<file path="src/sv/dsc_pkg.sv">
`timescale 1ns / 1ps

package dsc_pkg;

   localparam int MIN_YEAR   = 1900;
   localparam int MAX_YEAR   = 2030;
   localparam int MONTHS     = 12;
   localparam int DAY_SECS   = 24 * 3600;
   localparam int HOUR_SECS  = 3600;
   localparam int MIN_SECS   = 60;
   localparam int YEAR_W     = 11;
   localparam int MON_W      = 4;
   localparam int ACC_W      = 36;
   localparam int CNT_W      = 33;

   // floor(y / 100) as (y * CENT_RECIP) >> CENT_SHIFT, exact for 11-bit years
   localparam int CENT_RECIP = 5243;
   localparam int CENT_SHIFT = 19;

   typedef logic signed [ACC_W-1:0] acc_type;

   // operation select codes on req_func
   typedef enum logic [2:0] {
      FUNC_TO_SECONDS   = 3'd0,
      FUNC_FROM_SECONDS = 3'd1,
      FUNC_ADD          = 3'd2,
      FUNC_SUBTRACT     = 3'd3,
      FUNC_COMPARE      = 3'd4,
      FUNC_DURATION     = 3'd5,
      FUNC_SPARE_6      = 3'd6,
      FUNC_SPARE_7      = 3'd7
   } func_type;

   typedef enum logic [2:0] {
      OPD_YEAR,
      OPD_MONTH,
      OPD_DAY,
      OPD_HOUR,
      OPD_MINUTE,
      OPD_AMOUNT,
      OPD_SAVED
   } opd_sel_type;

   typedef struct packed {
      opd_sel_type        sel;
      logic [YEAR_W-1:0]  year;
      logic [MON_W-1:0]   month;
   } opd_req_type;

   function automatic logic is_leap(input logic [YEAR_W-1:0] y);
      logic [23:0]       prod;
      logic [4:0]        q;
      logic [YEAR_W-1:0] r;
      prod = 24'(y) * 24'(CENT_RECIP);
      q    = prod[CENT_SHIFT+4:CENT_SHIFT];
      r    = y - YEAR_W'(q) * YEAR_W'(100);
      return (r == '0) ? (q[1:0] == 2'd0) : (y[1:0] == 2'd0);
   endfunction

   function automatic logic [8:0] year_len(input logic [YEAR_W-1:0] y);
      return is_leap(y) ? 9'd366 : 9'd365;
   endfunction

   function automatic logic [4:0] month_len(input logic [MON_W-1:0] m,
                                            input logic [YEAR_W-1:0] y);
      logic [4:0] len;
      unique case (m)
         4'd2: len = is_leap(y) ? 5'd29 : 5'd28;
         4'd1, 4'd3, 4'd5, 4'd7, 4'd8, 4'd10, 4'd12: len = 5'd31;
         default: len = 5'd30;
      endcase
      return len;
   endfunction

endpackage

</file>
<file path="src/sv/dsc_operand.sv">
`timescale 1ns / 1ps

module dsc_operand import dsc_pkg::*; (
   input  opd_req_type          opd_req,
   input  logic signed [33:0]   amount,
   input  acc_type              saved,
   output acc_type              operand
);

   always_comb begin
      unique case (opd_req.sel)
         OPD_YEAR:   operand = acc_type'(year_len(opd_req.year)) * acc_type'(DAY_SECS);
         OPD_MONTH:  operand = acc_type'(month_len(opd_req.month, opd_req.year))
                               * acc_type'(DAY_SECS);
         OPD_DAY:    operand = acc_type'(DAY_SECS);
         OPD_HOUR:   operand = acc_type'(HOUR_SECS);
         OPD_MINUTE: operand = acc_type'(MIN_SECS);
         OPD_AMOUNT: operand = acc_type'(amount);
         OPD_SAVED:  operand = saved;
         default:    operand = '0;
      endcase
   end

endmodule

</file>
<file path="src/sv/dsc_alu.sv">
`timescale 1ns / 1ps

module dsc_alu import dsc_pkg::*; (
   input  acc_type  a,
   input  acc_type  b,
   input  logic     sub,
   output acc_type  result,
   output logic     ge
);

   // add or subtract; for a subtract, ge means a >= b (no overflow in range)
   assign result = sub ? (a - b) : (a + b);
   assign ge     = ~result[ACC_W-1];

endmodule

</file>
<file path="src/sv/datetime_seconds_converter_core.sv">
`timescale 1ns / 1ps

// Gregorian datetime unit, epoch 1 Jan 1900 00:00:00, years up to 2030.
// A word is taken when start is high and busy is low; busy then stays high
// until the result word appears on the rsp_ ports for one cycle with
// rsp_valid. The receiver cannot stall: the word must be taken in that cycle.
// All work goes through one 36-bit add/subtract unit, one step per cycle,
// so the latency follows the calendar walk. The steps of each operation:
//   to_seconds      walk the years and then the months of A
//   compare/duration  the same walk for A and then for B
//   from_seconds    peel off years, months, days, hours and minutes
//   add/subtract    to_seconds of A, combine with the amount, then from_seconds
//   unknown op      all fields zero
// A new word can be taken in the cycle that shows the result.
// Out-of-range datetime results give zero date and time with out_of_range.

module datetime_seconds_converter_core import dsc_pkg::*; (
   input  logic                 clock,
   input  logic                 reset,
   input  logic                 start,
   output logic                 busy,
   input  logic [2:0]           req_func,
   input  logic [4:0]           req_day_a,
   input  logic [3:0]           req_month_a,
   input  logic [10:0]          req_year_a,
   input  logic [4:0]           req_hour_a,
   input  logic [5:0]           req_minute_a,
   input  logic [5:0]           req_second_a,
   input  logic [4:0]           req_day_b,
   input  logic [3:0]           req_month_b,
   input  logic [10:0]          req_year_b,
   input  logic [16:0]          req_time_b,
   input  logic signed [33:0]   req_amount,
   output logic                 rsp_valid,
   output logic [4:0]           rsp_day,
   output logic [3:0]           rsp_month,
   output logic [10:0]          rsp_year,
   output logic [4:0]           rsp_hour,
   output logic [5:0]           rsp_minute,
   output logic [5:0]           rsp_second,
   output logic signed [32:0]   rsp_seconds_count,
   output logic                 rsp_a_less_than_b,
   output logic                 rsp_a_greater_than_b,
   output logic                 rsp_a_equal_b,
   output logic                 rsp_out_of_range
);

   typedef enum logic [10:0] {
      ST_IDLE = 11'b000_0000_0001,  // waiting for a word
      ST_INIT = 11'b000_0000_0010,  // load day and time of day
      ST_YUP  = 11'b000_0000_0100,  // add whole years
      ST_MUP  = 11'b000_0000_1000,  // add whole months
      ST_COMB = 11'b000_0001_0000,  // combine with amount or with A
      ST_YDN  = 11'b000_0010_0000,  // peel off whole years
      ST_MDN  = 11'b000_0100_0000,  // peel off whole months
      ST_DDN  = 11'b000_1000_0000,  // peel off days
      ST_HDN  = 11'b001_0000_0000,  // peel off hours
      ST_NDN  = 11'b010_0000_0000,  // peel off minutes
      ST_DONE = 11'b100_0000_0000   // present the result word
   } state_type;

   // sequencer control
   state_type           state_ff, state_in;
   logic                rsp_valid_ff, rsp_valid_in;

   // operation and latched request
   func_type            func_ff, func_in;
   logic                pass_b_ff, pass_b_in;
   logic [4:0]          day_a_ff, day_a_in;
   logic [3:0]          month_a_ff, month_a_in;
   logic [10:0]         year_a_ff, year_a_in;
   logic [4:0]          hour_a_ff, hour_a_in;
   logic [5:0]          minute_a_ff, minute_a_in;
   logic [5:0]          second_a_ff, second_a_in;
   logic [4:0]          day_b_ff, day_b_in;
   logic [3:0]          month_b_ff, month_b_in;
   logic [10:0]         year_b_ff, year_b_in;
   logic [16:0]         time_b_ff, time_b_in;
   logic signed [33:0]  amount_ff, amount_in;

   // working registers
   acc_type             acc_ff, acc_in;       // running seconds
   acc_type             sa_ff, sa_in;         // seconds of A while B is built
   logic [YEAR_W-1:0]   y_ff, y_in;           // year walker
   logic [MON_W-1:0]    m_ff, m_in;           // month walker
   logic [4:0]          cnt_day_ff, cnt_day_in;
   logic [4:0]          cnt_hour_ff, cnt_hour_in;
   logic [5:0]          cnt_min_ff, cnt_min_in;

   // result word
   logic [4:0]          rsp_day_ff, rsp_day_in;
   logic [3:0]          rsp_month_ff, rsp_month_in;
   logic [10:0]         rsp_year_ff, rsp_year_in;
   logic [4:0]          rsp_hour_ff, rsp_hour_in;
   logic [5:0]          rsp_minute_ff, rsp_minute_in;
   logic [5:0]          rsp_second_ff, rsp_second_in;
   logic signed [32:0]  rsp_count_ff, rsp_count_in;
   logic                rsp_lt_ff, rsp_lt_in;
   logic                rsp_gt_ff, rsp_gt_in;
   logic                rsp_eq_ff, rsp_eq_in;
   logic                rsp_oor_ff, rsp_oor_in;

   // shared unit hookup
   opd_req_type         opd_req;
   acc_type             operand;
   acc_type             alu_res;
   logic                alu_sub;
   logic                alu_ge;

   // date being built: A first, then B for compare and duration
   logic [YEAR_W-1:0]   yr_sel;
   logic [MON_W-1:0]    mon_sel;
   logic [4:0]          day_sel;
   logic [16:0]         tod_a;
   logic [16:0]         tod_sel;
   acc_type             init_val;

   function automatic logic signed [CNT_W-1:0] sat_count(input acc_type v);
      logic [ACC_W-CNT_W:0] top;
      top = v[ACC_W-1:CNT_W-1];
      if (!v[ACC_W-1] && (top != '0)) begin
         return {1'b0, {(CNT_W-1){1'b1}}};
      end else if (v[ACC_W-1] && (top != '1)) begin
         return {1'b1, {(CNT_W-1){1'b0}}};
      end else begin
         return v[CNT_W-1:0];
      end
   endfunction

   assign tod_a   = 17'(hour_a_ff) * 17'(HOUR_SECS) + 17'(minute_a_ff) * 17'(MIN_SECS)
                  + 17'(second_a_ff);
   assign yr_sel  = pass_b_ff ? year_b_ff  : year_a_ff;
   assign mon_sel = pass_b_ff ? month_b_ff : month_a_ff;
   assign day_sel = pass_b_ff ? day_b_ff   : day_a_ff;
   assign tod_sel = pass_b_ff ? time_b_ff  : tod_a;
   // day 0 counts as minus one day
   assign init_val = acc_type'(tod_sel) + acc_type'(day_sel) * acc_type'(DAY_SECS)
                   - acc_type'(DAY_SECS);

   dsc_operand u_operand (
      .opd_req (opd_req),
      .amount  (amount_ff),
      .saved   (sa_ff),
      .operand (operand)
   );

   dsc_alu u_alu (
      .a      (acc_ff),
      .b      (operand),
      .sub    (alu_sub),
      .result (alu_res),
      .ge     (alu_ge)
   );

   always_comb begin
      state_in      = state_ff;
      rsp_valid_in  = 1'b0;
      func_in       = func_ff;
      pass_b_in     = pass_b_ff;
      day_a_in      = day_a_ff;
      month_a_in    = month_a_ff;
      year_a_in     = year_a_ff;
      hour_a_in     = hour_a_ff;
      minute_a_in   = minute_a_ff;
      second_a_in   = second_a_ff;
      day_b_in      = day_b_ff;
      month_b_in    = month_b_ff;
      year_b_in     = year_b_ff;
      time_b_in     = time_b_ff;
      amount_in     = amount_ff;
      acc_in        = acc_ff;
      sa_in         = sa_ff;
      y_in          = y_ff;
      m_in          = m_ff;
      cnt_day_in    = cnt_day_ff;
      cnt_hour_in   = cnt_hour_ff;
      cnt_min_in    = cnt_min_ff;
      rsp_day_in    = rsp_day_ff;
      rsp_month_in  = rsp_month_ff;
      rsp_year_in   = rsp_year_ff;
      rsp_hour_in   = rsp_hour_ff;
      rsp_minute_in = rsp_minute_ff;
      rsp_second_in = rsp_second_ff;
      rsp_count_in  = rsp_count_ff;
      rsp_lt_in     = rsp_lt_ff;
      rsp_gt_in     = rsp_gt_ff;
      rsp_eq_in     = rsp_eq_ff;
      rsp_oor_in    = rsp_oor_ff;

      // year for month lengths: the target year while building, else the walker
      opd_req.sel   = OPD_DAY;
      opd_req.year  = (state_ff == ST_MUP) ? yr_sel : y_ff;
      opd_req.month = m_ff;
      alu_sub       = 1'b1;

      unique case (state_ff)
         ST_IDLE: begin
            if (start) begin
               func_in       = func_type'(req_func);
               pass_b_in     = 1'b0;
               day_a_in      = req_day_a;
               month_a_in    = req_month_a;
               year_a_in     = req_year_a;
               hour_a_in     = req_hour_a;
               minute_a_in   = req_minute_a;
               second_a_in   = req_second_a;
               day_b_in      = req_day_b;
               month_b_in    = req_month_b;
               year_b_in     = req_year_b;
               time_b_in     = req_time_b;
               amount_in     = req_amount;
               acc_in        = acc_type'(req_amount);
               y_in          = YEAR_W'(MIN_YEAR);
               m_in          = MON_W'(1);
               // fields an operation does not produce stay zero
               rsp_day_in    = '0;
               rsp_month_in  = '0;
               rsp_year_in   = '0;
               rsp_hour_in   = '0;
               rsp_minute_in = '0;
               rsp_second_in = '0;
               rsp_count_in  = '0;
               rsp_lt_in     = 1'b0;
               rsp_gt_in     = 1'b0;
               rsp_eq_in     = 1'b0;
               rsp_oor_in    = 1'b0;
               unique case (req_func)
                  FUNC_FROM_SECONDS: state_in = ST_YDN;
                  FUNC_TO_SECONDS, FUNC_ADD, FUNC_SUBTRACT,
                  FUNC_COMPARE, FUNC_DURATION: state_in = ST_INIT;
                  default: state_in = ST_DONE;
               endcase
            end
         end

         ST_INIT: begin
            acc_in   = init_val;
            y_in     = YEAR_W'(MIN_YEAR);
            m_in     = MON_W'(1);
            state_in = ST_YUP;
         end

         ST_YUP: begin
            opd_req.sel = OPD_YEAR;
            alu_sub     = 1'b0;
            if (y_ff < yr_sel) begin
               acc_in = alu_res;
               y_in   = y_ff + YEAR_W'(1);
            end else begin
               state_in = ST_MUP;
            end
         end

         ST_MUP: begin
            opd_req.sel = OPD_MONTH;
            alu_sub     = 1'b0;
            if (m_ff < mon_sel) begin
               acc_in = alu_res;
               m_in   = m_ff + MON_W'(1);
            end else begin
               state_in = ST_COMB;
            end
         end

         ST_COMB: begin
            unique case (func_ff)
               FUNC_TO_SECONDS: begin
                  rsp_count_in = sat_count(acc_ff);
                  state_in     = ST_DONE;
               end
               FUNC_ADD, FUNC_SUBTRACT: begin
                  opd_req.sel = OPD_AMOUNT;
                  alu_sub     = (func_ff == FUNC_SUBTRACT);
                  acc_in      = alu_res;
                  y_in        = YEAR_W'(MIN_YEAR);
                  m_in        = MON_W'(1);
                  state_in    = ST_YDN;
               end
               FUNC_COMPARE, FUNC_DURATION: begin
                  if (!pass_b_ff) begin
                     sa_in     = acc_ff;
                     pass_b_in = 1'b1;
                     state_in  = ST_INIT;
                  end else begin
                     // B minus A drives both the flags and the duration
                     opd_req.sel = OPD_SAVED;
                     if (func_ff == FUNC_COMPARE) begin
                        rsp_lt_in = !alu_res[ACC_W-1] && (alu_res != '0);
                        rsp_gt_in = alu_res[ACC_W-1];
                        rsp_eq_in = (alu_res == '0);
                     end else begin
                        rsp_count_in = sat_count(alu_res);
                     end
                     state_in = ST_DONE;
                  end
               end
               default: state_in = ST_DONE;
            endcase
         end

         ST_YDN: begin
            opd_req.sel = OPD_YEAR;
            // negative only on entry: before the epoch
            if (acc_ff[ACC_W-1] || (y_ff > YEAR_W'(MAX_YEAR))) begin
               rsp_oor_in = 1'b1;
               state_in   = ST_DONE;
            end else if (alu_ge) begin
               acc_in = alu_res;
               y_in   = y_ff + YEAR_W'(1);
            end else begin
               m_in     = MON_W'(1);
               state_in = ST_MDN;
            end
         end

         ST_MDN: begin
            opd_req.sel = OPD_MONTH;
            if ((m_ff < MON_W'(MONTHS)) && alu_ge) begin
               acc_in = alu_res;
               m_in   = m_ff + MON_W'(1);
            end else begin
               cnt_day_in = 5'd1;
               state_in   = ST_DDN;
            end
         end

         ST_DDN: begin
            opd_req.sel = OPD_DAY;
            if (alu_ge) begin
               acc_in     = alu_res;
               cnt_day_in = cnt_day_ff + 5'd1;
            end else begin
               cnt_hour_in = '0;
               state_in    = ST_HDN;
            end
         end

         ST_HDN: begin
            opd_req.sel = OPD_HOUR;
            if (alu_ge) begin
               acc_in      = alu_res;
               cnt_hour_in = cnt_hour_ff + 5'd1;
            end else begin
               cnt_min_in = '0;
               state_in   = ST_NDN;
            end
         end

         ST_NDN: begin
            opd_req.sel = OPD_MINUTE;
            if (alu_ge) begin
               acc_in     = alu_res;
               cnt_min_in = cnt_min_ff + 6'd1;
            end else begin
               rsp_day_in    = cnt_day_ff;
               rsp_month_in  = m_ff;
               rsp_year_in   = y_ff;
               rsp_hour_in   = cnt_hour_ff;
               rsp_minute_in = cnt_min_ff;
               rsp_second_in = acc_ff[5:0];
               state_in      = ST_DONE;
            end
         end

         ST_DONE: begin
            rsp_valid_in = 1'b1;
            state_in     = ST_IDLE;
         end

         default: state_in = ST_IDLE;
      endcase
   end

   always_ff @(posedge clock) begin
      if (reset) begin
         state_ff     <= ST_IDLE;
         rsp_valid_ff <= 1'b0;
      end else begin
         state_ff     <= state_in;
         rsp_valid_ff <= rsp_valid_in;
      end
   end

   always_ff @(posedge clock) begin
      func_ff       <= func_in;
      pass_b_ff     <= pass_b_in;
      day_a_ff      <= day_a_in;
      month_a_ff    <= month_a_in;
      year_a_ff     <= year_a_in;
      hour_a_ff     <= hour_a_in;
      minute_a_ff   <= minute_a_in;
      second_a_ff   <= second_a_in;
      day_b_ff      <= day_b_in;
      month_b_ff    <= month_b_in;
      year_b_ff     <= year_b_in;
      time_b_ff     <= time_b_in;
      amount_ff     <= amount_in;
      acc_ff        <= acc_in;
      sa_ff         <= sa_in;
      y_ff          <= y_in;
      m_ff          <= m_in;
      cnt_day_ff    <= cnt_day_in;
      cnt_hour_ff   <= cnt_hour_in;
      cnt_min_ff    <= cnt_min_in;
      rsp_day_ff    <= rsp_day_in;
      rsp_month_ff  <= rsp_month_in;
      rsp_year_ff   <= rsp_year_in;
      rsp_hour_ff   <= rsp_hour_in;
      rsp_minute_ff <= rsp_minute_in;
      rsp_second_ff <= rsp_second_in;
      rsp_count_ff  <= rsp_count_in;
      rsp_lt_ff     <= rsp_lt_in;
      rsp_gt_ff     <= rsp_gt_in;
      rsp_eq_ff     <= rsp_eq_in;
      rsp_oor_ff    <= rsp_oor_in;
   end

   assign busy                 = (state_ff != ST_IDLE);
   assign rsp_valid            = rsp_valid_ff;
   assign rsp_day              = rsp_day_ff;
   assign rsp_month            = rsp_month_ff;
   assign rsp_year             = rsp_year_ff;
   assign rsp_hour             = rsp_hour_ff;
   assign rsp_minute           = rsp_minute_ff;
   assign rsp_second           = rsp_second_ff;
   assign rsp_seconds_count    = rsp_count_ff;
   assign rsp_a_less_than_b    = rsp_lt_ff;
   assign rsp_a_greater_than_b = rsp_gt_ff;
   assign rsp_a_equal_b        = rsp_eq_ff;
   assign rsp_out_of_range     = rsp_oor_ff;

   // a result word is a single-cycle strobe
   a_strobe_single: assert property (@(posedge clock) disable iff (reset)
      rsp_valid |=> !rsp_valid)
      else $error("result strobe held for more than one cycle");

   // a taken word keeps the block busy on the next cycle
   a_accept_busy: assert property (@(posedge clock) disable iff (reset)
      (start && !busy) |=> busy)
      else $error("block not busy after taking a word");

   // the result word is shown only once the sequencer is back at rest
   a_strobe_idle: assert property (@(posedge clock) disable iff (reset)
      rsp_valid |-> !busy)
      else $error("result strobe while busy");

   // out of range clears the date and time
   a_oor_zero: assert property (@(posedge clock) disable iff (reset)
      (rsp_valid && rsp_out_of_range) |-> (rsp_day == '0 && rsp_month == '0 &&
                                           rsp_year == '0 && rsp_hour == '0 &&
                                           rsp_minute == '0 && rsp_second == '0))
      else $error("out-of-range result with nonzero datetime");

   // at most one compare flag
   a_flags_onehot: assert property (@(posedge clock) disable iff (reset)
      rsp_valid |-> $onehot0({rsp_a_less_than_b, rsp_a_greater_than_b, rsp_a_equal_b}))
      else $error("more than one compare flag set");

endmodule

</file>
<file path="config.mk">
export PLATFORM = sky130hd
export DESIGN_NAME = datetime_seconds_converter_core
export DESIGN_NICKNAME = d
export VERILOG_FILES = /design/src/sv/dsc_pkg.sv /design/src/sv/dsc_operand.sv /design/src/sv/dsc_alu.sv /design/src/sv/datetime_seconds_converter_core.sv
export SDC_FILE = /design/constraint.sdc
export NUM_CORES = 1
export LEC_CHECK = 0
export ABC_AREA = 1
export BUFFER_PORTS_ARGS = -buffer_cell sky130_fd_sc_hd__buf_2
export CORE_MARGIN = 8
export CORE_UTILIZATION = 35
export DETAILED_ROUTE_END_ITERATION = 7
export PLACE_DENSITY = 0.57
export SYNTH_ARGS = -nofsm -noshare
export SYNTH_HDL_FRONTEND = slang
export SYNTH_SLANG_ARGS = --single-unit
</file>
<file path="constraint.sdc">
create_clock -name clock -period 18.31 [get_ports clock]
set_input_delay 3.662 -clock clock [delete_from_list [all_inputs] [get_ports clock]]
set_output_delay 3.662 -clock clock [all_outputs]
set_load 0.02 [all_outputs]
</file>
After elaboration in Yosys (flattened, before gate mapping)
Index checks and enable logic that the tools add are counted.
W data, S select, Z words.
{"block": "word_totals", "regBits": 301, "word_cells": 273, "output_inout_bits": 76}
{"block": "classes", "n_eq_ne": 62, "n_reduce_logical": 50, "n_lt_le_gt_ge": 4, "bitwise": 2, "n_mux": 103, "addsub": 12, "mul": 7}
{"cell": "$mux W36", "count": 8}
{"cell": "$pmux W36 S8", "count": 1}
{"cell": "$pmux W36 S7", "count": 1}
{"cell": "$mux W33", "count": 7}
{"cell": "$mux W11", "count": 19}
{"cell": "$pmux W33 S2", "count": 2}
{"cell": "$pmux W11 S10", "count": 1}
{"cell": "$pmux W11 S2", "count": 3}
{"cell": "$pmux W11 S5", "count": 1}
{"cell": "$pmux W5 S2", "count": 5}
{"cell": "$mux W5", "count": 9}
{"cell": "$ne A2 B2 Y1 const B", "count": 19}
{"cell": "$add A36 B36 Y36", "count": 1}
{"cell": "$logic_not A36 Y1", "count": 1}
{"cell": "$mux W4", "count": 9}
{"cell": "$pmux W6 S2", "count": 3}
{"cell": "$reduce_bool A36 Y1", "count": 1}
{"cell": "$sub A36 B36 Y36", "count": 1}
{"cell": "$mul A5 B10 Y15 const B", "count": 2}
{"cell": "$mux W6", "count": 5}
{"cell": "$mul A11 B13 Y24 const B", "count": 1}
{"cell": "$pmux W4 S6", "count": 1}
{"cell": "$sub A23 B17 Y24 const B", "count": 1}
{"cell": "$add A17 B22 Y23", "count": 1}
{"cell": "other kinds (68)", "count": 137}

Depth between registers and ports, before layout
Gate-level depths: netlist of the first run.
{"block": "depth", "ltp_word": 22, "ltp_mapped": 87}

Hierarchy
From an unflattened synthesis of the first run, not the netlist that was laid out.
{"block": "hier_totals", "cells_unflattened": 2804, "area_unflattened_um2": 23696.5}
{"module": "datetime_seconds_converter_core", "area_each_um2": 16107.9, "seq_area_each_um2": 8918.6, "instances": 1, "cells_per_inst": 1532}
{"module": "dsc_operand", "area_each_um2": 3936.3, "seq_area_each_um2": 0.0, "instances": 1, "cells_per_inst": 540}
{"module": "dsc_alu", "area_each_um2": 3652.3, "seq_area_each_um2": 0.0, "instances": 1, "cells_per_inst": 732}

Least setup slack after synthesis of the first run
No wires, ideal clock.
{"block": "synth_path", "path_type": "reg2reg", "from": "register state_ff[5]", "to": "register acc_ff[0], enable pin", "stages_incl_launch_ff": 75, "path_buffers": 1, "slack_ns": 3.682, "arrival_time_ns": 14.144, "path_cell_list": "dfxtp_1 -> inv_1 -> nand2_1 -> nor2_4 -> nand2_4 -> nor2_8 -> buf_1 -> o21a_1 -> inv_1 -> fa_1 -> fa_1 -> fa_1 -> inv_1 -> fa_1 -> fa_1 -> ha_1 -> a21o_1 -> nor2_1 -> (+39 left out) -> a21oi_1 -> inv_1 -> nand2_1 -> nand2_1 -> nand2_1 -> nand2_1 -> a21oi_1 -> nor2_1 -> nor2_1 -> o21bai_1 -> a21o_1 -> xnor2_1 -> nand3_2 -> nand2_4 -> nand2_1 -> nand2_1 -> inv_1 -> a211oi_1"}
{"block": "synth_via", "elab_chain_len": 18, "word_cells_on_any_way": 51, "cone_classes": "add/sub (3); mul (4); eq/ne (22); mux (10); bitwise (1); reduce/logical (11)"}
{"element": "from (decl)", "line": "datetime_seconds_converter_core.sv:63", "text": "state_type state_ff, state_in;"}
{"element": "from (signal assigned)", "line": "datetime_seconds_converter_core.sv:379", "text": "state_ff <= state_in;"}
{"element": "$eq A11 B4 Y1", "line": "datetime_seconds_converter_core.sv:192, datetime_seconds_converter_core.sv:196"}
{"element": "$mux W11", "line": "datetime_seconds_converter_core.sv:192", "text": "opd_req.year = (state_ff == ST_MUP) ? yr_sel : y_ff;"}
{"element": "$mul A11 B13 Y24", "line": "dsc_pkg.sv:54", "text": "prod = 24'(y) * 24'(CENT_RECIP);"}
{"element": "$mul A5 B5 Y9", "line": "dsc_pkg.sv:56", "text": "r = y - YEAR_W'(q) * YEAR_W'(100);"}
{"element": "$sub A11 B11 Y11", "line": "dsc_pkg.sv:56"}
{"element": "$logic_not A11 Y1", "line": "dsc_pkg.sv:57", "text": "return (r == '0) ? (q[1:0] == 2'd0) : (y[1:0] == 2'd0);"}
{"element": "$mux W1", "line": "dsc_pkg.sv:57"}
{"element": "$mux W1", "line": "dsc_pkg.sv:68", "text": "4'd2: len = is_leap(y) ? 5'd29 : 5'd28;"}
{"element": "(+2 left out)"}
{"element": "$mul A5 B10 Y15", "line": "dsc_operand.sv:14", "text": "* acc_type'(DAY_SECS);"}
{"element": "$pmux W36 S7", "line": "dsc_operand.sv:11", "text": "unique case (opd_req.sel)"}
{"element": "$add A36 B36 Y36 / $sub A36 B36 Y36 (equally long branches)", "line": "dsc_alu.sv:12", "text": "assign result = sub ? (a - b) : (a + b);"}
{"element": "$mux W36", "line": "dsc_alu.sv:12"}
{"element": "$not A1 Y1", "line": "dsc_alu.sv:13", "text": "assign ge = ~result[ACC_W-1];"}
{"element": "$logic_and A1 B1 Y1", "line": "datetime_seconds_converter_core.sv:318", "text": "if ((m_ff < MON_W'(MONTHS)) && alu_ge) begin"}
{"element": "$ne A2 B2 Y1 (no source line)"}
{"element": "$reduce_and A7 Y1 (no source line) (*)"}
{"element": "to (signal assigned)", "line": "datetime_seconds_converter_core.sv:398", "text": "acc_ff <= acc_in;"}
{"element": "to (decl)", "line": "datetime_seconds_converter_core.sv:82", "text": "acc_type acc_ff, acc_in;"}
Mark *: on every way between the ends. The rest lies on a longest branch, timed or not. The select of a mux whose other input is x is not followed.
A chain may end at the register's enable or synchronous reset.

Worst setup path in the final report of the first run
{"block": "layout_path", "from": "register pass_b_ff", "to": "register rsp_year_ff[6] (netlist: rsp_year[6]), enable pin"}
{"block": "layout_via", "elab_chain_len": 16, "word_cells_on_any_way": 31, "cone_classes": "add/sub (3); mul (4); eq/ne (7); mux (12); reduce/logical (5)"}
{"element": "from (decl)", "line": "datetime_seconds_converter_core.sv:68", "text": "logic pass_b_ff, pass_b_in;"}
{"element": "from (signal assigned)", "line": "datetime_seconds_converter_core.sv:386", "text": "pass_b_ff <= pass_b_in;"}
{"element": "$mux W11", "line": "datetime_seconds_converter_core.sv:132", "text": "assign yr_sel = pass_b_ff ? year_b_ff : year_a_ff;"}
{"element": "$mux W11", "line": "datetime_seconds_converter_core.sv:192"}
{"element": "$mul A11 B13 Y24", "line": "dsc_pkg.sv:54"}
{"element": "$mul A5 B5 Y9", "line": "dsc_pkg.sv:56"}
{"element": "$sub A11 B11 Y11", "line": "dsc_pkg.sv:56"}
{"element": "$logic_not A11 Y1", "line": "dsc_pkg.sv:57"}
{"element": "$mux W1", "line": "dsc_pkg.sv:57"}
{"element": "$mux W1", "line": "dsc_pkg.sv:68"}
{"element": "$pmux W5 S2", "line": "dsc_pkg.sv:67", "text": "unique case (m)"}
{"element": "$mux W5", "line": "dsc_operand.sv:11"}
{"element": "$mul A5 B10 Y15", "line": "dsc_operand.sv:14"}
{"element": "$pmux W36 S7 (*)", "line": "dsc_operand.sv:11"}
{"element": "$add A36 B36 Y36 / $sub A36 B36 Y36 (equally long branches)", "line": "dsc_alu.sv:12"}
{"element": "$mux W36 (*)", "line": "dsc_alu.sv:12"}
{"element": "$ne A2 B2 Y1 (no source line) (*)"}
{"element": "$reduce_and A3 Y1 (no source line) (*)"}
{"element": "to (signal assigned)", "line": "datetime_seconds_converter_core.sv:407", "text": "rsp_year_ff <= rsp_year_in;"}
{"element": "to (decl)", "line": "datetime_seconds_converter_core.sv:93", "text": "logic [10:0] rsp_year_ff, rsp_year_in;"}
Marked as above.

==> run_results.csv, run 1 <==
group,metric,value,unit
status,outcome,"finished clean",
synthesis,yosys.cell_count.top_type,"inv_1",
setup_path,critical_path_class,"register to register",
cts,cts_resized,0,
setup_path,critPathRequiredTime,18.49,ns
sta,slew_viol_final,0,
setup_path,cp_slowest_cell,"o21a_2",
sta,worst_slack,3.67,ns
die,die_area,71600,um^2
synthesis,seq_area_frac_synth,40.3,%
synthesis,syn_nets,2861,
die,fp.dieW,268,um
synthesis,synthArstFlopShare,0,%
setup_path,end_kind,"register",
global_route,busiest_layer,"met2",
global_route,grt_util_met1,24.3,%
sta,timing.slew.headroom,21.2,%
synthesis,synth_area,22100,um^2
sta,tightestPinTransition,1.18,ns
cts,cts.sinks,301,
setup_path,crit_top_cell,"nand2_1",
detailed_routing,drtIter0Drc,1450,
cells_and_area,area_growth_syn_to_layout,15.1,%
placement,numPortBuffers,189,
global_route,grt.overflow.total,0,
sta,tns,0,ns
cells_and_area,register_area,8920,um^2
flow_run,maxCapViolCount,0,
cts,cts_tree,"yes",
detailed_routing,vias,17500,
global_route,grt_pass1_wl,99.4,mm
die,coreArea,62900,um^2
setup_path,critPathMaxFanout,37,
placement,pre_cts_ws,3.76,ns
global_route,use_met3,2.99,%
cells_and_area,fin_nets,3061,
setup_path,r2r_slack,3.67,ns
worst_hold_path,hp-start,"acc_ff[0]",
sta,setup_viol,0,
cells_and_area,fill_cells,6245,
global_route,grt_max_degree,71,
sta,period_share,79.9,%
synthesis,yosys-top-cells-area,"edfxtp_1 (39%), ha_1 (14%), inv_1 (7.0%)",
synthesis,synth_area_per_cell,9.10,um^2
cts,cts_made_buffers,39,
cells_and_area,multi_input_area,11400,um^2
detailed_routing,firstDrtPassIters,5,
global_route,antenna_found_initial,1,
cts,clk_latency,0.56,ns
sta,fin_skew,0.00982,ns
cts,clk_pin_slew,0.06,ns
die,io_pins,190,
sta,fin_crit,14.64,ns
worst_hold_path,hold_path_class,"register to register",
synthesis,synth.distinct_cells,68,
setup_path,crit_end,"rsp_year[6]",
global_route,grt_pass1_vias,17800,
sta,max_freq,68.3,MHz
cells_and_area,drive_gt1_share,12.9,%
detailed_routing,wl_per_cell,18.0,um
placement,place_hpwl,49.4,mm
sta,hold_viol_final,0,
setup_path,crit_family,"adder cells",
worst_hold_path,holdPathStages,0,
synthesis,synthCells,2434,
detailed_routing,final_antenna_net_count,0,
sta,rsz0062_at_grt,"false",
setup_path,reg2reg_depth,76,
cts,clock_tree.root_cell,"clkbuf_16",
cts,postCtsSetupBuffers,0,
global_route,gr-usage-all-layers,17.6,%
detailed_routing,drc_errors,0,
global_route,met2_usage,28.3,%
setup_path,cp-startpoint,"pass_b_ff",
detailed_routing,viasPerCell,4.98,
synthesis,yosysWarningCount,0,
setup_path,critPathArrivalTime,14.82,ns
synthesis,synth_edf_count,289,
synthesis,synth_ff_type,"edfxtp_1",
setup_path,critPathMaxStageDelay,0.79,ns
detailed_routing,wirelength,63.3,mm
synthesis,synth_top_cell_by_area,"edfxtp_1",
cts,htree_levels,2,
die,die_y,268,um
synthesis,synth_top_area_share,39.2,%
setup_path,path_buf_inv,15,
cts,cts_hold_buf,0,
setup_path,path_depth,76,
cts,cts.path.max_buffers,3,
synthesis,synth_common_cells,"inv_1 (414), nand2_1 (391), edfxtp_1 (289), nor2_1 (264), ha_1 (253)",
die,initial_utilization,35.2,%
setup_path,r2r_end,"rsp_year[6]",
synthesis,synth_seq_cells,301,
placement,place.gp.congestion,0.930,
setup_path,r2r-start,"pass_b_ff",
die,num_rows,92,
setup_path,worstSetupStartpointType,"register",
-- worst register-to-register path: cells and delay by family, from the launching register on --
kind | cells | cell delay, ns
xor+xnor | 4 | 0.73
fa+ha+maj | 12 | 4.53
simple gates | 30 | 3.65
compound gates | 15 | 3.10
flops | 1 | 0.51
buf+inv | 15 | 1.71
-- cells in the final DEF (no fill, tap or decap), types with 17 or more instances in the layout --
master	instances
nand3_1	71
buf_4	18
o21ai_0	98
xor2_1	74
nor2_1	260
edfxtp_1	289
fa_1	60
nor3_1	39
nand2_1	391
a22oi_1	17
buf_2	189
a21oi_1	128
xnor2_1	41
clkbuf_16	41
inv_1	414
ha_1	253
-- flip-flops by register name, summed over array words and instances, names as in the netlist, 11 cells and up --
signal,cells
rsp_year,11
rsp_seconds_count,33
y_ff,11
state_ff,11
year_b_ff,11
sa_ff,36
acc_ff,36
year_a_ff,11
time_b_ff,17
amount_ff,34
-- per-layer routing --
layer	routed length [um]	vias to the layer above	share of wire [%]
met2	28200	509	45
met1	29700	8345	47
met5	0	-	0
met3	3870	96	6.1
met4	1490	0	2.3
li1	-	8532	-
-- layout make-up --
type | count | share of cell area [%]
tap | 846 | 4.15
multi-input combinational | 1652 | 44.8
antenna | 1 | 0.00982
timing repair buffer | 207 | 4.24
clock inverter | 21 | 1.24
inverter | 433 | 6.40
clock buffer | 50 | 4.16
sequential | 301 | 35.0
-- worst min path at each step --
stage	slack, ns	to
global placement	0.48	sa_ff[0]
global route	0.51	sa_ff[0]
CTS	0.49	sa_ff[0]
floorplan	0.44	sa_ff[0]
detailed placement	0.47	sa_ff[0]
finish	0.48	sa_ff[0]
-- metrics by stage --
step | hold WS, ns | instance area (um^2) | cells | utilization, %
after global routing | 0.506 | 25500 | 3510 | 40.5
final | 0.482 | 25500 | 3511 | 40.6
after detailed placement | 0.473 | 24100 | 3439 | 38.4
after floorplan | 0.444 | 22200 | 2434 | -
after global placement | 0.478 | 24100 | 3439 | 38.4
after CTS | 0.488 | 25500 | 3510 | 40.5
-- kinds of logic (layout without fill, tap and decap cells) --
logic type | Yosys count | after routing | synth area share [%]
AO/OA/AOI/OAI | 359 | 359 | 9.86
XOR/XNOR | 115 | 115 | 4.55
adder cells (fa/ha/maj) | 313 | 313 | 19.7
buffers and inverters | 481 | 711 | 8.37
flip-flops | 301 | 301 | 40.3
multiplexers | 15 | 15 | 0.678
other | 0 | 1 | 0
AND/OR/NAND/NOR | 850 | 850 | 16.6
Power of run 1 is not shown: default switching activity piles up to over one toggle a cycle in this logic, so the estimate is an artifact.
==> run 2, diff against run 1 <==
clock period = 13.74 ns   (was 18.31 ns; I/O delays follow)
==> run 2 against run 1 <==
Via count grew 1.6%. Critical path depth shrank 6. Setup slack lost 2.9 ns. Sequential cell count is the same. Design area grew 2.6%.
==> run_results.csv, run 2 (same netlist as run 1, synthesis figures left out) <==
group,metric,value,unit
cts,htree_levels,2,
global_route,antenna_found_initial,3,
cells_and_area,reg_top3,"acc_ff: 36 flops, sa_ff: 36 flops, amount_ff: 34 flops",
cts,cts_made_buffers,37,
cts,cts_tree,"yes",
detailed_routing,final_antenna_net_count,0,
global_route,grt_pass1_vias,17800,
sta,max_freq,77.1,MHz
cts,clock_tree.root_cell,"clkbuf_16",
detailed_routing,viasPerCell,4.98,
sta,tightestPinTransition,1.12,ns
placement,place_hpwl,50.0,mm
cells_and_area,area_growth_syn_to_layout,18.0,%
sta,setup_viol,0,
sta,period_share,94.3,%
cts,clk_latency,0.57,ns
die,coreArea,62900,um^2
detailed_routing,vias,17800,
placement,dp_cells,3465,
setup_path,critical_path_class,"register to register",
setup_path,crit_top_cell,"nand2_1",
cts,clk_pin_slew,0.06,ns
placement,numPortBuffers,189,
sta,tns,0,ns
cells_and_area,mostFrequentLayoutCells,"inv_1 (412), nand2_1 (383), edfxtp_1 (289)",
cells_and_area,drive_gt1_share,16.2,%
global_route,gr-usage-all-layers,17.5,%
placement,placed_area,24400,um^2
detailed_routing,firstDrtPassIters,5,
setup_path,critPathArrivalTime,13.24,ns
setup_path,critPathMaxStageDelay,0.52,ns
sta,timing.slew.headroom,24.8,%
cells_and_area,fill_cells,6243,
die,die_y,268,um
sta,fin_crit,12.96,ns
setup_path,critPathMaxFanout,9,
detailed_routing,drtIter0Drc,1344,
setup_path,worstSetupStartpointType,"register",
die,die_area,71600,um^2
detailed_routing,drc_errors,0,
detailed_routing,wirelength,64.2,mm
placement,place.gp.congestion,0.927,
die,io_pins,190,
setup_path,critPathRequiredTime,14.01,ns
cts,cts.sinks,301,
cts,cts_hold_buf,0,
setup_path,end_kind,"register",
die,initial_utilization,35.2,%
sta,fin_skew,0.0236,ns
cells_and_area,fin_cells,3563,
cells_and_area,final_common_cell,"inv_1",
sta,hold_viol_final,0,
flow_run,maxCapViolCount,0,
global_route,grt.overflow.total,0,
global_route,grt_pass1_wl,99.2,mm
cells_and_area,stdcell_area,26100,um^2
global_route,busiest_layer,"met2",
die,fp.dieW,268,um
global_route,grt_max_degree,81,
die,num_rows,92,
sta,worst_slack,0.778,ns
global_route,use_met3,2.77,%
setup_path,cp_slowest_cell,"fa_1",
sta,slew_viol_final,0,
worst_hold_path,hold_path_class,"register to register",
detailed_routing,wl_per_cell,18.0,um
status,outcome,"finished clean",
cts,cts.path.max_buffers,3,
global_route,met2_usage,28.5,%
global_route,grt_util_met1,24.1,%
cells_and_area,fin_nets,3118,
placement,pre_cts_ws,0.0468,ns
run 2: cell count changes in the layout (fill, tap and decap cells not counted), sizes merged:
cell | before | now
clkbuf | 50 | 42
buf | 207 | 264
diode | 1 | 2
clkinv | 16 | 20
bufinv | 7 | 4
inv | 429 | 431
clkinvlp | 2 | 1
run 2: through the flow:
stage	util, %	hold WS [ns]
CTS	40.7	0.492
floorplan	-	0.444
global route	41.6	0.509
finish	41.6	0.495
detailed placement	38.8	0.475
global placement	38.8	0.468
run 2: cell type report:
| class | instances | area [um^2] | share of cell area (%) |
|---|---|---|---|
| Tap cell | 846 | 1060 | 4.05 |
| Inverter | 433 | 1630 | 6.25 |
| Antenna cell | 2 | 5.00 | 0.0191 |
| Timing Repair Buffer | 266 | 1630 | 6.22 |
| Sequential cell | 301 | 8920 | 34.1 |
| Multi-Input combinational cell | 1652 | 11700 | 44.7 |
| Clock buffer | 40 | 937 | 3.59 |
| Clock inverter | 23 | 265 | 1.01 |
run 2: routing by layer:
| metal | vias up | wire, um |
|---|---|---|
| li1 | 8656 | - |
| met1 | 8464 | 29800 |
| met2 | 540 | 29300 |
| met3 | 100 | 3640 |
| met4 | 0 | 1570 |
| met5 | - | 0 |
run 2: critical path: cells and delay by family, from the launching register on:
family                     cells  cell delay [ns]
adders and majority gates     14             5.21
and+or+nand+nor               33             3.54
AOI/OAI and AO/OA              9             1.43
buffers and inverters         11             1.21
DFF                            1             0.45
muxes                          1             0.39
xor gates and xnor gates       2             0.37
run 2: repair_timing:
item	CTS	global route
gates resized for setup	1	58
cloned	0	4
endpoints found under the setup margin	18	151
pin swaps	0	30
setup buffers	0	29
run 2: worst paths after layout:
| check | endpoint | slack [ns] | from | cells past startpoint |
|---|---|---|---|---|
| worst max-delay path | acc_ff[30] | 0.78 | pass_b_ff | 70 |
| worst min register to register | sa_ff[0] | 0.50 | acc_ff[0] | 0 |
| worst max register to register | acc_ff[30] | 0.78 | pass_b_ff | 70 |
| worst min-delay path | sa_ff[0] | 0.50 | acc_ff[0] | 0 |
Power of run 2 is left out for the same reason.
==> run 3, diff against run 2 <==
CORE_UTILIZATION = 50   (was 35)
PLACE_DENSITY = 0.74   (was 0.57)
SLEW_MARGIN = 20   (was default)
==> run 3 against run 2 <==
Routed wire length is 6.5% lower. Critical path depth is 4 higher. Cell count is 7.9% lower. Largest cell class unchanged. Setup slack worse by 0.17 ns. Design area is 2.5% lower. Highest routed layer is now met5. Non-clock buffer count is 24 lower. Fmax is 1.3% lower. Global-route usage is 5.4 points higher. Sequential cell count stayed put. Register-to-register slack worse by 0.17 ns. Sequential share of layout area is 0.89 points higher. Clock skew is 0.0047 ns lower.
==> run_results.csv, run 3 (same netlist as run 1, synthesis figures left out) <==
group,metric,value,unit
status,outcome,"finished clean",
placement,place_hpwl,46.2,mm
setup_path,path_buf_inv,13,
detailed_routing,drc_errors,0,
sta,slew_viol_final,0,
placement,dp_cells,3205,
cells_and_area,multi_input_area,11600,um^2
die,fp.dieW,226,um
global_route,grt_pass1_vias,18100,
sta,timing.slew.headroom,29.9,%
sta,tightestPinTransition,1.05,ns
global_route,gr-usage-all-layers,23.0,%
cts,cts_tree,"yes",
cells_and_area,final_common_cell,"inv_1",
cells_and_area,area_growth_syn_to_layout,15.0,%
cells_and_area,register_area,8920,um^2
setup_path,critPathMaxStageDelay,0.61,ns
cts,cts.path.max_buffers,3,
sta,worst_slack,0.607,ns
cells_and_area,fin_nets,3091,
placement,place.gp.congestion,0.982,
global_route,grt_pass1_wl,93.2,mm
setup_path,cp_slowest_cell,"fa_1",
detailed_routing,wirelength,60.0,mm
die,initial_utilization,50.4,%
sta,fin_skew,0.0189,ns
sta,hold_viol_final,0,
die,die_y,226,um
detailed_routing,final_antenna_net_count,0,
setup_path,worstSetupStartpointType,"register",
detailed_routing,vias,18000,
sta,max_freq,76.1,MHz
cts,htree_levels,2,
die,die_area,51300,um^2
die,io_pins,190,
detailed_routing,drtIter0Drc,1506,
setup_path,crit_top_cell,"nand2_1",
cells_and_area,mostFrequentLayoutCells,"inv_1 (412), nand2_1 (384), edfxtp_1 (289)",
cts,cts_hold_buf,0,
die,num_rows,77,
die,coreArea,43900,um^2
detailed_routing,firstDrtPassIters,7,
setup_path,crit_family,"adder cells",
sta,fin_crit,13.13,ns
cts,clk_latency,0.55,ns
setup_path,critPathArrivalTime,13.38,ns
flow_run,maxCapViolCount,0,
placement,numPortBuffers,189,
cells_and_area,fill_cells,3820,
detailed_routing,viasPerCell,5.48,
cells_and_area,reg_top3,"acc_ff: 36 flops, sa_ff: 36 flops, amount_ff: 34 flops",
setup_path,end_kind,"register",
cells_and_area,drive_gt1_share,15.2,%
global_route,grt_max_degree,68,
worst_hold_path,hold_path_class,"register to register",
global_route,grt.overflow.total,0,
setup_path,critPathMaxFanout,14,
cts,clk_pin_slew,0.06,ns
sta,tns,0,ns
sta,period_share,95.6,%
cts,cts.sinks,301,
cts,cts_made_buffers,34,
global_route,antenna_found_initial,2,
placement,placed_area,24000,um^2
cells_and_area,stdcell_area,25500,um^2
sta,setup_viol,0,
placement,pre_cts_ws,0.255,ns
cts,clock_tree.root_cell,"clkbuf_16",
cells_and_area,fin_cells,3282,
setup_path,critPathRequiredTime,13.99,ns
setup_path,critical_path_class,"register to register",
detailed_routing,wl_per_cell,18.3,um
-- run 3: cell types whose count changed in the layout (fill, tap and decap cells not counted), sizes merged --
cell / before / now
bufinv: 4 / 3
inv: 431 / 430
diode: 2 / 1
clkinvlp: 1 / 6
clkinv: 20 / 14
buf: 264 / 241
-- run 3: timing repair --
| item | in CTS | in global routing |
|---|---|---|
| endpoints found under the setup margin | 0 | 151 |
| gates resized for setup | 0 | 52 |
| setup buffers | 0 | 13 |
-- run 3: routing by layer --
metal  vias to the layer above  share of wire (%)  GRT usage [%]
li1                       8603                  -              -
met1                      8591                 44           30.9
met2                       681                 46           37.0
met3                       120                7.2           3.44
met4                         2                3.6           9.08
met5                         -              0.022              0
-- run 3: metrics by stage --
step	hold WS, ns	util [%]
after CTS	0.502	57.1
after floorplan	0.444	-
after global routing	0.520	58.0
after detailed placement	0.482	54.6
final	0.502	58.0
after global placement	0.475	54.6
-- run 3: area by class of cell --
cell class                      instances  share of cell area [%]
Antenna cell                            1                 0.00982
Clock buffer                           41                    3.53
Clock inverter                         20                   0.766
Inverter                              433                    6.42
Multi-Input combinational cell       1652                    45.7
Sequential cell                       301                    35.0
Tap cell                              592                    2.91
Timing Repair Buffer                  242                    5.66
-- run 3: path summary, 6_finish.rpt --
| check | cells after the start | to | startpoint | slack, ns |
|---|---|---|---|---|
| max | 74 | acc_ff[35] | pass_b_ff | 0.61 |
| min | 2 | state_ff[5] | state_ff[5] | 0.50 |
| max reg2reg | 74 | acc_ff[35] | pass_b_ff | 0.61 |
| min reg2reg | 2 | state_ff[5] | state_ff[5] | 0.50 |
-- run 3: worst reg2reg max path, delay by kind of cell (launching register included) --
kind	cells	cell delay (ns)
AO/OA/AOI/OAI	13	2.00
XOR/XNOR	4	0.50
adder cells (fa/ha/maj)	12	4.75
buffers and inverters	13	1.54
flip-flops	1	0.37
multiplexers	1	0.30
AND/OR/NAND/NOR	31	3.37
Power of run 3 is left out for the same reason.
